`src/rtl/lpfc_pkg.sv`:
```
// ----------------------------------------------------------------------------
// lpfc_pkg
// Shared types and constants for the length-prefixed frame checker.
// ----------------------------------------------------------------------------
package lpfc_pkg;

    localparam int BYTE_W      = 8;
    localparam int OUT_TDATA_W = 48;

    localparam logic [BYTE_W-1:0] MAX_LEN_RESET  = 8'd200;
    localparam logic [BYTE_W-1:0] MIN_FRAME_LEN  = 8'd4;
    localparam logic [BYTE_W-1:0] HEADER_BYTES   = 8'd3;
    localparam logic [BYTE_W-1:0] POS_CODE       = 8'd0;
    localparam logic [BYTE_W-1:0] POS_LENGTH     = 8'd1;
    localparam logic [BYTE_W-1:0] POS_COMMAND    = 8'd2;

    typedef enum logic [1:0]
    {
        STATUS_OK      = 2'd0,
        STATUS_SHORT   = 2'd1,
        STATUS_LONG    = 2'd2,
        STATUS_BAD_SUM = 2'd3
    } status_t;

    // One result per received byte
    typedef struct packed
    {
        logic [BYTE_W-1:0] frame_length;
        logic [BYTE_W-1:0] command_byte;
        logic [BYTE_W-1:0] response_code;
        status_t           frame_status;
        logic              frame_end;
        logic [BYTE_W-1:0] byte_index;
        logic [BYTE_W-1:0] byte_value;
    } result_t;

endpackage

```
`src/rtl/lpfc_parser.sv`:
```
// ----------------------------------------------------------------------------
// lpfc_parser
// Frame state (position, length, running sum, header bytes) and the result
// for the byte currently presented.
// ----------------------------------------------------------------------------
module lpfc_parser
    import lpfc_pkg::*;
(
    input  logic              clk,
    input  logic              rst_n,
    input  logic              advance,
    input  logic [BYTE_W-1:0] rx_byte,
    input  logic [BYTE_W-1:0] max_len,
    output result_t           result
);

    logic [BYTE_W-1:0] pos_reg,  pos_next;
    logic [BYTE_W-1:0] len_reg,  len_next;
    logic [BYTE_W-1:0] sum_reg,  sum_next;
    logic [BYTE_W-1:0] code_reg, code_next;
    logic [BYTE_W-1:0] cmd_reg,  cmd_next;
    logic [BYTE_W-1:0] sum_add;
    logic [BYTE_W:0]   pos_inc;
    logic              at_last;

    assign sum_add = sum_reg + rx_byte;
    assign pos_inc = {1'b0, pos_reg} + {{BYTE_W{1'b0}}, 1'b1};
    assign at_last = (pos_reg >= HEADER_BYTES) && (pos_inc >= {1'b0, len_reg});

    // Decode the byte by its position in the frame
    always_comb
    begin
        pos_next  = pos_reg;
        len_next  = len_reg;
        sum_next  = sum_reg;
        code_next = code_reg;
        cmd_next  = cmd_reg;

        result.byte_value    = rx_byte;
        result.byte_index    = pos_reg;
        result.frame_end     = 1'b0;
        result.frame_status  = STATUS_OK;
        result.response_code = code_reg;
        result.command_byte  = cmd_reg;
        result.frame_length  = len_reg;

        priority if (pos_reg == POS_CODE)
        begin
            code_next = rx_byte;
            cmd_next  = '0;
            len_next  = '0;
            sum_next  = rx_byte;
            pos_next  = POS_LENGTH;
            result.response_code = rx_byte;
            result.command_byte  = '0;
            result.frame_length  = '0;
        end
        else if (pos_reg == POS_LENGTH)
        begin
            result.command_byte = '0;
            result.frame_length = rx_byte;
            priority if (rx_byte < MIN_FRAME_LEN)
            begin
                result.frame_end    = 1'b1;
                result.frame_status = STATUS_SHORT;
            end
            else if (rx_byte > max_len)
            begin
                result.frame_end    = 1'b1;
                result.frame_status = STATUS_LONG;
            end
            else
            begin
                len_next = rx_byte;
                sum_next = sum_add;
                pos_next = POS_COMMAND;
            end
        end
        else
        begin
            if (pos_reg == POS_COMMAND)
            begin
                cmd_next            = rx_byte;
                result.command_byte = rx_byte;
            end
            sum_next = sum_add;
            if (at_last)
            begin
                result.frame_end    = 1'b1;
                result.frame_status = (sum_add == '0) ? STATUS_OK : STATUS_BAD_SUM;
            end
            else
            begin
                pos_next = pos_inc[BYTE_W-1:0];
            end
        end

        // Start over after any frame end
        if (result.frame_end)
        begin
            pos_next  = '0;
            len_next  = '0;
            sum_next  = '0;
            code_next = '0;
            cmd_next  = '0;
        end
    end

    // Advance frame state on each accepted byte
    always_ff @(posedge clk or negedge rst_n)
    begin
        if (!rst_n)
        begin
            pos_reg  <= '0;
            len_reg  <= '0;
            sum_reg  <= '0;
            code_reg <= '0;
            cmd_reg  <= '0;
        end
        else if (advance)
        begin
            pos_reg  <= pos_next;
            len_reg  <= len_next;
            sum_reg  <= sum_next;
            code_reg <= code_next;
            cmd_reg  <= cmd_next;
        end
    end

endmodule

```
`config.mk`:
```
export PLATFORM = sky130hd
export DESIGN_NAME = lpfc_parser
export DESIGN_NICKNAME = d
export VERILOG_FILES = /design/src/rtl/lpfc_pkg.sv /design/src/rtl/lpfc_parser.sv
export SDC_FILE = /design/constraint.sdc
export NUM_CORES = 1
export LEC_CHECK = 0
export ABC_AREA = 1
export BUFFER_PORTS_ARGS = -buffer_cell sky130_fd_sc_hd__buf_2
export CORE_MARGIN = 2
export CORE_UTILIZATION = 45
export DETAILED_ROUTE_END_ITERATION = 7
export PLACE_DENSITY_LB_ADDON = 0.15
export SLEW_MARGIN = 20
export SYNTH_ARGS = -nofsm -noshare
export SYNTH_HDL_FRONTEND = slang
export SYNTH_SLANG_ARGS = --single-unit
```
`constraint.sdc`:
```
create_clock -name clk -period 2.8 [get_ports clk]
set_clock_uncertainty 0.1 [all_clocks]
set_input_delay 0.14 -clock clk [delete_from_list [all_inputs] [get_ports clk]]
set_output_delay 0.14 -clock clk [all_outputs]
set_load 0.05 [all_outputs]
```
== After elaboration in Yosys (flattened, before gate mapping) ==
Cells that the tools add are included.

* Bits in registers: 40
* Input bits: 19
* Output and inout port bits: 43
* Logic and storage cells: 58

* Add/sub/neg operators: 2
* Magnitude comparators: 4
* Equal/unequal tests: 8
* Mux-type cells: 31
* Reduce and logical (&&, ||, !) cells: 8

{| class="wikitable"
|+ Operators by type and width
! cell !! count
|-
| 2-to-1 mux 8 bit || 24
|-
| logical NOT 8 bit || 2
|-
| 2-to-1 mux 16 bit || 1
|-
| 2-to-1 mux 3 bit || 5
|-
| adder 8 x 1 -> 9 bit, second input constant || 1
|-
| greater-or-equal comparator 9 x 8 -> 1 bit || 1
|-
| inequality test 3 bit, second input constant || 3
|-
| adder 8 bit || 1
|-
| == test 8 x 1 -> 1 bit, second input constant || 1
|-
| == test 8 x 2 -> 1 bit, second input constant || 1
|-
| greater-or-equal comparator 8 x 2 -> 1 bit, second input constant || 1
|-
| > comparator 8 bit || 1
|-
| < comparator 8 x 3 -> 1 bit, second input constant || 1
|-
| inequality test 4 bit, second input constant || 2
|-
| AND reduction 4 bit || 2
|-
| inequality test 4 x 2 -> 1 bit, second input constant || 1
|-
| AND reduction 3 bit || 1
|-
| nonzero test 3 bit || 1
|-
| 2-to-1 mux 2 bit || 1
|-
| AND reduction 2 bit || 1
|-
| logical AND 1 bit || 1
|}

== Longest topological paths before layout ==
Gate-level depths: netlist (run 1).

* Depth after elaboration: 8
* Mapped depth: 19

== Least setup slack after synthesis (run 1) ==
OpenSTA, ideal clock, no wires.

* Path type: register to output
* Start: register pos_reg[0]
* End: output port result[17] (netlist bit)
* Arrival: 2920 ps
* Required time: 2560 ps
* Path slack: -360 ps
* Stages on the path, launching flop included: 17
* Path buffers: 0
* Cell sequence: dfrtp_1 ha_1 nand3_1 xor2_1 ha_1 nand2_1 nor2_1 nand2_1 nand3_1 nand2_1 nand2_1 nand2_1 nand2_1 nand2_2 nand2_2 nand2_1 nor2_1

{| class="wikitable"
|+ RTL lines
! element !! line !! RTL
|-
| start: declaration || lpfc_parser.sv:17 || <nowiki>logic [BYTE_W-1:0] pos_reg, pos_next;</nowiki>
|-
| start signal: assignment || lpfc_parser.sv:122 || <nowiki>pos_reg <= pos_next;</nowiki>
|-
| end: declaration || lpfc_parser.sv:14 || <nowiki>output result_t result</nowiki>
|}

==> parameters.txt, run 1 <==
Parameter                              Value

STA
  Relative slew margins ... around 37%
  Max-slew violation count ... 0
  Final count of negative-setup-slack endpoints ... 0
  Worst-margin pin slew ... around 0.95 ns
  Final TNS setup ... 0 ns
  Final critical delay including setup and external delays ... 2.77 ns
  Number of failing hold endpoints at the final stage ... 0
  Unrepaired setup endpoints after global routing ... yes
  Max Clock Freq ... approximately 360 MHz
  Post-route clock period utilization ... a little over nine tenths

Synthesis
  Count of synthesis-stage warnings from yosys ... 0
  Yosys top cell by area ... dfrtp_1
  Cell count after synthesis ... about 450
  Synth Area in Simple Gates ... between 30% and 40%
  Post-synth design cell area ... roughly 0.0032 sq mm
  Largest family of logic cells by synthesized area ... simple AND/OR/NAND/NOR gates
  Share of flip-flops with an asynchronous set or reset after synthesis ... 100%
  Synth unique cells ... 35
  Xor/xnor cell area share of the yosys netlist ... under 10%
  Arithmetic-cell share of the synthesized area counting full adders, half adders and majority gates ... between 10% and 20%
  Area share of the largest cell type after synthesis ... between 30% and 40%
  Fraction of the mapped netlist area in compound gates ... about a tenth
  Count of state elements after synthesis ... 40
  Count leader, synth ... nand2_1
  Number of flops mapped to enable cells by yosys ... 0
  Mux cell area share after synthesis ... 0%
  Post-synth top flop ... dfrtp_1
  Net count after synthesis ... 500
  Synthesized area per cell ... ~7 sq um
  Synth top area cells ... dfrtp_1, nand2_1, ha_1
  Sequential-to-total area share from yosys stat ... 31.7%
  Synth cell count leaders ... nand2_1, inv_1, nor2_1

Critical path
  Crit path buffers/inverters ... 1
  Largest fanout on the critical path ... 3
  Type of origin of the critical path ... register
  Cell with the largest stage delay on the worst path ... dfrtp_2
  Category of the critical setup timing path ... reg -> out
  Cell family with most CP delay ... simple AND/OR/NAND/NOR gates
  Worst path required time ... between 2 and 3 ns
  Launch point of the worst path ... pos_reg[0]$_DFFE_PN0P_
  Cells along the critical path ... ha_4 > nand3_4 > xor2_2 > ha_1 > nand2_1 > nor2_1 > nand2_1 > nand3_1 > nand2_1 > nand2_1 > nand2_1 > nand2_1 > nand2_2 > nand2_4 > nand2_4 > nor2_4 > buf_8
  Arrival @ worst endpoint ... between 2 and 3 ns
  Critical register-to-register path startpoint ... pos_reg[0]$_DFFE_PN0P_
  Dominant cell type by count on the critical path ... nand2_1
  Kind of end point of the critical path ... output port
  Longest individual stage delay on the worst path ... about 0.42 ns

Clocking
  CTS Buffer Depth ... 2
  Root buffer cell ... clkbuf_8
  Number of buffers created by CTS ... 5
  CTS tree ... done
  Total number of H-tree levels ... 2
  Clock transition at the registers of the reported paths ... about 0.090 ns
  CTS Sinks ... 40
  Clock insertion delay at the later pin of the skew report ... approximately 0.30 ns

Detailed routing
  Average wire per cell in the routed design ... 13.9 um
  Via density per instance ... roughly 5
  Number of remaining DRC errors ... 0
  Highest routed metal layer ... met4
  Wire length on met3 ... between 300 and 400 um
  Count of nets left with antenna violations after detail routing ... 0
  Via total after detailed routing ... between 3,000 and 4,000
  Met1 routed wirelength after detailed routing ... roughly 4000 um
  WL met2 ... 4050 um
  Number of iterations in the first detailed-routing pass ... 4
  Total Routed Length ... approximately 8500 um
  Drt first-iter violations ... 184

GRT
  Pin count of the biggest net entering global routing ... 41
  Number of antenna violations at the first check in global routing ... 0
  Gr ovfl total ... 0
  Via count of the first global-routing pass ... approximately 2,900
  Wire length of the first global-routing pass ... 13,900 um
  Total global-route track usage ... between 20% and 30%

Worst hold path
  Worst Min Path Start ... rx_byte[1]
  Hold WC Path Type ... in -> reg

Finish
  Layout-stage area growth over the synthesis result ... 19.2%
  Fraction of final layout cells with drive strength greater than 1 ... between 20% and 30%
  Number of nets at the end of the flow ... 560
  Ant diodes ... 0

Run
  Maximum capacitance violations ... 0

Die
  DIE HEIGHT ... 87.7 um
  Initial Utilization ... a little under half
  Number of core rows ... 30
  Die width ... around 90 um
  Area of the core ... about 0.0068 sq mm
  Die Area ... 0.00770 sq mm
  Number of placed I/O pins ... 62

Place
  Number of port buffers ... approximately 60
  HPWL after DPL ... 6140 um
  Routability congestion estimate ... ~0.84

Status
  Status ... completed
## worst register-to-register path, delay by kind of cell, from the launching register on
family                     cells  cell delay (ns)
and+or+nand+nor               14             1.06
DFF                            1             0.45
xor gates and xnor gates       1             0.19
adders and majority gates      2             0.46
buffers and inverters          1             0.24
## stage by stage
step,hold slack [ns],util (%),setup WS [ns],instance area [sq um],std cells
floorplan,-0.256,-,0.0498,3170,453
global placement,0.245,51.6,0.223,3500,595
detailed placement,0.254,51.6,0.137,3500,595
CTS,0.183,54.3,0.0172,3690,609
global route,0.214,55.4,-0.117,3760,610
finish,0.176,55.4,0.0349,3760,610
## cells in the final DEF (no fill, tap or decap), drive strengths merged, types with 2 or more instances in the layout
cell type,n
clkbuf,5
inv,56
nand4,4
o22ai,3
buf,72
or2,2
clkinv,2
o21ai,32
xnor2,4
nor2,48
ha,27
a21oi,24
dfrtp,40
nand3,34
nand2,139
clkinvlp,2
xor2,7
nor3,5
## worst paths after layout
kind	slack (ns)	depth (start not counted)	endpoint
worst min register to register	0.39	2	code_reg[5]$_DFFE_PN0P_
worst max register to register	0.24	18	pos_reg[0]$_DFFE_PN0P_
max in group asynchronous	1.53	2	pos_reg[2]$_DFFE_PN0P_
min in group asynchronous	0.42	2	len_reg[6]$_DFFE_PN0P_
worst min-delay path	0.18	5	len_reg[1]$_DFFE_PN0P_
worst max-delay path	0.03	17	result[17]
## final cells by class
class | instances | area (sq um)
clock inverter | 3 | 42.5
multi-input combinational | 335 | 1880
clock buffer | 5 | 68.8
inverter | 58 | 224
fill | 674 | 3030
tap | 96 | 120
timing repair buffer | 73 | 424
sequential | 40 | 1010
## logic make-up (layout without fill, tap and decap cells)
logic type                 count (synthesis)  after routing
AOI/OAI and AO/OA                         64             64
buffers and inverters                     78            139
adders and majority gates                 28             28
xor gates and xnor gates                  11             11
DFF                                       40             40
and+or+nand+nor                          232            232
## routing by layer
metal / vias up / track usage [%]
met3: 7 / 3.49
met5: - / 0
met4: 0 / 4.76
met2: 67 / 37.7
li1: 1558 / -
met1: 1406 / 32.1
## repair_timing
action / in CTS / in global routing
gates resized for setup: 8 / 14
endpoints found under the hold margin: 40 / 0
setup buffers: 5 / 2
pin swaps: 1 / 15
cloned: 0 / 0
hold buffers: 1 / 0
setup endpoints to repair: 3 / 16
Power of run 1 is left out: the tool's default activity adds up to more than one toggle a clock period on the data nets, which glitch-free logic cannot reach.
==> run 2: changes to the inputs <==
--- a/config.mk
+++ b/config.mk
@@ -8,7 +8,7 @@
 export ABC_AREA = 1
 export BUFFER_PORTS_ARGS = -buffer_cell sky130_fd_sc_hd__buf_2
 export CORE_MARGIN = 2
-export CORE_UTILIZATION = 45
+export CORE_UTILIZATION = 52
 export DETAILED_ROUTE_END_ITERATION = 7
 export PLACE_DENSITY_LB_ADDON = 0.15
 export SLEW_MARGIN = 20
==> parameters.txt, run 2 (synthesis gave the netlist of run 1 again) <==
Parameter                              Value

Clocking
  CTS Sinks ... 40
  Clock insertion delay at the later pin of the skew report ... roughly 0.30 ns
  Clock transition at the registers of the reported paths ... approximately 0.07 ns
  CTS Buffer Depth ... 2
  CTS tree ... done
  Number of buffers created by CTS ... 5
  Total number of H-tree levels ... 2
  Root buffer cell ... clkbuf_8

Die
  Area of the core ... ~0.006 sq mm
  Initial Utilization ... a little over half
  Number of core rows ... 28
  Die width ... around 82 um
  Number of placed I/O pins ... slightly above 60
  DIE HEIGHT ... a little over 80 um
  Die Area ... approximately 0.0067 sq mm

Critical path
  Critical register-to-register path startpoint ... pos_reg[1]$_DFFE_PN0P_
  Type of origin of the critical path ... register
  Flop2flop setup slack ... roughly 0.15 ns
  Critical register-to-register path endpoint ... sum_reg[5]$_DFFE_PN0P_
  Largest fanout on the critical path ... 3
  Worst-case reg-to-reg path depth ... 18
  Worst path required time ... 2.56 ns
  Kind of end point of the critical path ... output port
  Category of the critical setup timing path ... reg -> out
  Arrival @ worst endpoint ... between 2 and 3 ns

Worst hold path
  Worst Min Path Start ... rx_byte[4]
  Endpoint, Worst Hold ... cmd_reg[4]$_DFFE_PN0P_
  Hold WC Path Type ... in -> reg
  Number of instances on the worst hold path ... 5

Place
  Routability congestion estimate ... approximately 0.84
  HPWL after DPL ... about 6000 um
  Placement-stage worst setup slack ... 0.145 ns
  Number of port buffers ... 61

Status
  Status ... completed

STA
  Final TNS setup ... 0 ns
  Number of failing hold endpoints at the final stage ... 0
  Final critical delay including setup and external delays ... roughly 2.7 ns
  Post-route clock period utilization ... approximately 100%
  Worst setup slack after layout ... about 0.054 ns
  Final count of negative-setup-slack endpoints ... 0
  Relative slew margins ... a little under two fifths
  Final Hold Slack ... 0.194 ns
  Worst-margin pin slew ... approximately 0.93 ns
  Max-slew violation count ... 0
  Max Clock Freq ... approximately 360 MHz
  Unrepaired setup endpoints after global routing ... yes

GRT
  Pin count of the biggest net entering global routing ... 41
  Number of antenna violations at the first check in global routing ... 0
  Wire length of the first global-routing pass ... 13,200 um
  Total global-route track usage ... 25.7%
  Gr ovfl total ... 0
  Via count of the first global-routing pass ... ~2,800

Finish
  Ant diodes ... 0
  Commonest cells after routing, fill and taps aside ... nand2_1, buf_2, inv_1
  Final design utilization ... between 60 and 70%
  Filler cells ... ~580
  Number of nets at the end of the flow ... 560
  Layout-stage area growth over the synthesis result ... 17.2%
  Fraction of final layout cells with drive strength greater than 1 ... roughly 22%
  Area taken by flip-flops and latches ... ~0.0010 sq mm
  Footprint of the multi-input gates ... approximately 0.0019 sq mm
  Commonest non-fill, non-tap cell in the layout ... nand2_1

Detailed routing
  Number of iterations in the first detailed-routing pass ... 5
  Via total after detailed routing ... between 3,000 and 4,000
  Average wire per cell in the routed design ... approximately 14 um
  Total Routed Length ... between 8000 and 9000 um
  Number of remaining DRC errors ... 0
  Drt first-iter violations ... 189
  Via density per instance ... between 5 and 6
  Count of nets left with antenna violations after detail routing ... 0

Run
  Maximum capacitance violations ... 0
run 2: critical path, stage by stage (launching register included):
cell and delay [ns]:
dfrtp_2 0.44, inv_1 0.16, ha_1 0.30, ha_1 0.29
nand2_1 0.05, nor2_1 0.09, nand2_1 0.05, nand3_1 0.06
nand2_1 0.05, nand2_1 0.05, nand2_1 0.05, nand2_1 0.06
nand2_2 0.10, nand2_4 0.11, nand2_4 0.08, nor2_4 0.13
buf_8 0.15
run 2: metal layers:
| metal | track usage (%) | wire (um) |
|---|---|---|
| met1 | 37.2 | 3820 |
| met2 | 39.3 | 3790 |
| met3 | 4.51 | 494 |
| met4 | 7.50 | 107 |
| met5 | 0 | 0 |
run 2: how the worst max path moves through the flow:
stage | start | cells after the start | slack [ns] | endpoint
after global placement | pos_reg[0]$_DFFE_PN0P_ | 17 | 0.22 | result[16]
after detailed placement | pos_reg[0]$_DFFE_PN0P_ | 17 | 0.14 | result[16]
after CTS | pos_reg[2]$_DFFE_PN0P_ | 18 | 0.006 | result[16]
after floorplan | pos_reg[0]$_DFFE_PN0P_ | 16 | 0.05 | result[17]
after global routing | pos_reg[0]$_DFFE_PN0P_ | 18 | -0.07 | result[16]
final | pos_reg[1]$_DFFE_PN0P_ | 16 | 0.05 | result[17]
run 2: area by class of cell:
type | count | area share [%]
Multi-Input combinational cell | 335 | 50.7
Timing Repair Buffer | 73 | 11.4
Inverter | 58 | 5.99
Clock inverter | 2 | 0.338
Tap cell | 75 | 2.54
Sequential cell | 40 | 27.2
Clock buffer | 5 | 1.86
run 2: stage by stage:
step,std cells,cell area [sq um]
floorplan,453,3170
global route,588,3700
finish,588,3700
CTS,585,3620
global placement,573,3470
detailed placement,573,3470
run 2: timing repair:
item	in CTS	in global routing
resized for setup	8	13
endpoints found under the hold margin	40	0
pin swaps	1	12
buffers inserted	4	3
setup endpoints to repair	3	16
hold buffers	1	0
Power of run 2 is left out for the same reason.
==> run 3: changes to the inputs <==
--- a/config.mk
+++ b/config.mk
@@ -8,7 +8,7 @@
 export ABC_AREA = 1
 export BUFFER_PORTS_ARGS = -buffer_cell sky130_fd_sc_hd__buf_2
 export CORE_MARGIN = 2
-export CORE_UTILIZATION = 52
+export CORE_UTILIZATION = 55
 export DETAILED_ROUTE_END_ITERATION = 7
 export PLACE_DENSITY_LB_ADDON = 0.15
 export SLEW_MARGIN = 20
==> constraint.sdc (replaced) <==
create_clock -name clk -period 2.8 [get_ports clk]
set_clock_uncertainty 0.1 [all_clocks]
set_input_delay 0.84 -clock clk [delete_from_list [all_inputs] [get_ports clk]]
set_output_delay 0.84 -clock clk [all_outputs]
set_load 0.05 [all_outputs]
==> parameters.txt, run 3 <==
Parameter                              Value

Synthesis
  Share of flip-flops with an asynchronous set or reset after synthesis ... 100%
  Count of state elements after synthesis ... 40
  Net count after synthesis ... 500
  Synth unique cells ... 35
  Synthesized area per cell ... approximately 7.0 sq um
  Synth cell count leaders ... nand2_1, inv_1, nor2_1
  Yosys top cell by area ... dfrtp_1
  Post-synth top flop ... dfrtp_1
  Sequential-to-total area share from yosys stat ... 31.7%
  Number of flops mapped to enable cells by yosys ... 0
  Post-synth design cell area ... 0.00316 sq mm
  Synth top area cells ... dfrtp_1, nand2_1, ha_1
  Count of synthesis-stage warnings from yosys ... 0
  Cell count after synthesis ... 453
  Area share of the largest cell type after synthesis ... between 30% and 40%
  Count leader, synth ... nand2_1

Die
  DIE HEIGHT ... 79.7 um
  Die width ... 79.7 um
  Initial Utilization ... between 50% and 60%
  Number of core rows ... 27
  Number of placed I/O pins ... slightly above 60

STA
  Worst endpoint after global-route timing repair ... result[18]
  Type of pin the worst path ends at ... output port

Clocking
  Root buffer cell ... clkbuf_8
  CTS Buffer Depth ... 2
  Total number of H-tree levels ... 2
  CTS Sinks ... 40
  Number of hold buffers added after cts ... 0
  Number of buffers created by CTS ... 5

Status
  Status ... stopped before the end
  Last step reached ... global routing
  Error that halted the flow ... [ERROR DPL-0038] Utilization greater than 100%, impossible to legalize

Place
  Number of port buffers ... 61
  Routability congestion estimate ... between 0.9 and 1
  HPWL after DPL ... slightly below 7000 um

GRT
  Pin count of the biggest net entering global routing ... 30
==> run 3: cells by family after synthesis <==
group           share of synthesized area [%]
simple gates                             32.3
buf+inv                                  10.9
compound gates                           10.6
xor+xnor                                 3.05
fa+ha+maj                                11.3
flops                                    31.7
==> run 3: through the flow <==
| stage | instances | area [sq um] | worst slack [ns] |
|---|---|---|---|
| 4_1_cts | 679 | 5150 | -0.669 |
| 3_5_place_dp | 627 | 4120 | -0.828 |
| 3_3_place_gp | 627 | 4120 | -0.781 |
| 2_1_floorplan | 453 | 3350 | -0.519 |
==> run 3: repair_timing <==
action / in CTS
pin swaps: 39
setup endpoints to repair: 27
gates resized for setup: 172
buffers inserted: 42
hold endpoints to repair: 0
gates cloned: 3
==> run 4: changes to the inputs <==
--- a/config.mk
+++ b/config.mk
@@ -8,7 +8,7 @@
 export ABC_AREA = 1
 export BUFFER_PORTS_ARGS = -buffer_cell sky130_fd_sc_hd__buf_2
 export CORE_MARGIN = 2
-export CORE_UTILIZATION = 55
+export CORE_UTILIZATION = 40
 export DETAILED_ROUTE_END_ITERATION = 7
 export PLACE_DENSITY_LB_ADDON = 0.15
 export SLEW_MARGIN = 20
==> parameters.txt, run 4 (synthesis gave the netlist of run 1 again) <==
Parameter                              Value

Status
  Status ... finished with violations
  Failing checks ... setup timing

Clocking
  CTS tree ... done
  Number of buffers created by CTS ... 5
  CTS Buffer Depth ... 2
  Clock insertion delay at the later pin of the skew report ... around 0.31 ns
  Root buffer cell ... clkbuf_8
  CTS Sinks ... 40
  Total number of H-tree levels ... 2
  Clock transition at the registers of the reported paths ... 0.08 ns

Die
  Number of core rows ... 32
  Die width ... 92.8 um
  Area of the core ... just under 0.008 sq mm
  Initial Utilization ... between 40% and 50%
  DIE HEIGHT ... 92.8 um
  Die Area ... ~0.0086 sq mm
  Number of placed I/O pins ... 62

Detailed routing
  Average wire per cell in the routed design ... approximately 16 um
  Drt first-iter violations ... about 180
  Via density per instance ... 5.14
  Total Routed Length ... 11,200 um
  Number of remaining DRC errors ... 0
  Count of nets left with antenna violations after detail routing ... 0
  Via total after detailed routing ... 3,612
  Number of iterations in the first detailed-routing pass ... 5

Critical path
  Largest fanout on the critical path ... 3
  Crit path buffers/inverters ... 2
  Kind of end point of the critical path ... output port
  Dominant cell type by count on the critical path ... nand2_1
  Cells along the critical path ... ha_4 > buf_6 > xor2_4 > ha_4 > nand2_1 > nor2_1 > nand2_1 > nand3_2 > nand2_1 > nand2_1 > nand2_1 > nand2_2 > nand2_4 > nand2_4 > nand2_4 > nor2_4 > buf_8
  Cell with the largest stage delay on the worst path ... dfrtp_2
  Type of origin of the critical path ... register
  Longest individual stage delay on the worst path ... between 0.4 and 0.5 ns
  Worst path required time ... 1.86 ns
  Arrival @ worst endpoint ... between 2 and 3 ns
  Cell family with most CP delay ... simple AND/OR/NAND/NOR gates
  Category of the critical setup timing path ... reg -> out

STA
  Max Clock Freq ... approximately 290 MHz
  Number of failing hold endpoints at the final stage ... 0
  Unrepaired setup endpoints after global routing ... yes
  Post-route clock period utilization ... 125%
  Final critical delay including setup and external delays ... 3.50 ns
  Final count of negative-setup-slack endpoints ... 23
  Worst-margin pin slew ... approximately 0.65 ns
  Worst setup slack after layout ... -0.695 ns
  Relative slew margins ... 56.9%
  Final TNS setup ... -5.99 ns
  Max-slew violation count ... 0

GRT
  Pin count of the biggest net entering global routing ... 30
  Number of antenna violations at the first check in global routing ... 0
  Gr ovfl total ... 0
  Wire length of the first global-routing pass ... roughly 18,000 um
  Total global-route track usage ... 25.9%
  Via count of the first global-routing pass ... 3,635

Finish
  Ant diodes ... 0
  Fraction of final layout cells with drive strength greater than 1 ... between 40% and 50%
  Number of nets at the end of the flow ... 647
  Post-route standard cell area excluding fillers ... between 0.005 and 0.006 sq mm
  Commonest cells after routing, fill and taps aside ... nand2_1, buf_4, inv_1
  Layout-stage area growth over the synthesis result ... 69.6%
  Commonest non-fill, non-tap cell in the layout ... nand2_1

Run
  Maximum capacitance violations ... 0

Place
  HPWL after DPL ... between 6000 and 7000 um
  Number of port buffers ... 61
  Placement-stage worst setup slack ... -0.854 ns
  Routability congestion estimate ... roughly 0.88
  Instance area after placement ... between 0.004 and 0.005 sq mm

Worst hold path
  Hold WC Path Type ... reg -> reg
-- run 4: layout make-up --
cell class,count,area (sq um)
well taps,102,128
clock buffers,7,76.3
clock inverters,1,5.00
fillers,585,2330
inverters,58,249
repair inverters,1,16.3
multi-input cells,337,2470
repair buffers,157,1400
flip-flops and latches,40,1010
-- run 4: worst paths after layout --
kind                                         start                 endpoint  slack [ns]  cells past startpoint
max                         pos_reg[0]$_DFFE_PN0P_               result[17]       -0.70                     17
min                        code_reg[7]$_DFFE_PN0P_  code_reg[7]$_DFFE_PN0P_        0.38                      2
max reg2reg                 pos_reg[0]$_DFFE_PN0P_   len_reg[1]$_DFFE_PN0P_        0.13                     20
min reg2reg                code_reg[7]$_DFFE_PN0P_  code_reg[7]$_DFFE_PN0P_        0.38                      2
max in group asynchronous                    rst_n   cmd_reg[2]$_DFFE_PN0P_        1.52                      2
min in group asynchronous                    rst_n   len_reg[5]$_DFFE_PN0P_        0.45                      1
-- run 4: worst register-to-register path, delay by kind of cell (launching register included) --
kind,cells,cell delay [ns]
adders and majority gates,2,0.47
xor gates and xnor gates,1,0.16
DFF,1,0.45
buffers and inverters,4,0.51
and+or+nand+nor,13,0.93
-- run 4: repair_timing --
| item | CTS | global route |
|---|---|---|
| cloned | 4 | 0 |
| gates resized for setup | 170 | 50 |
| setup endpoints to repair | 27 | 47 |
| setup buffers | 22 | 12 |
| pin swaps | 30 | 20 |
| hold buffers | 0 | 0 |
-- run 4: through the flow --
stage                     instances  util (%)  hold WS [ns]
after global placement          659      54.1         0.363
after detailed placement        659      54.1         0.365
after global routing            703      69.6         0.415
after CTS                       693      66.0         0.386
after floorplan                 453         -         0.349
final                           703      69.6         0.384
-- run 4: layer usage --
layer  share of wire [%]  GRT usage [%]  vias to the layer above
met5                   0              0                        -
met4                 2.6           8.09                        0
met3                 4.3           4.15                       29
met2                  51           43.8                      101
met1                  42           33.9                     1740
li1                    -              -                     1742
Power of run 4 is left out for the same reason.
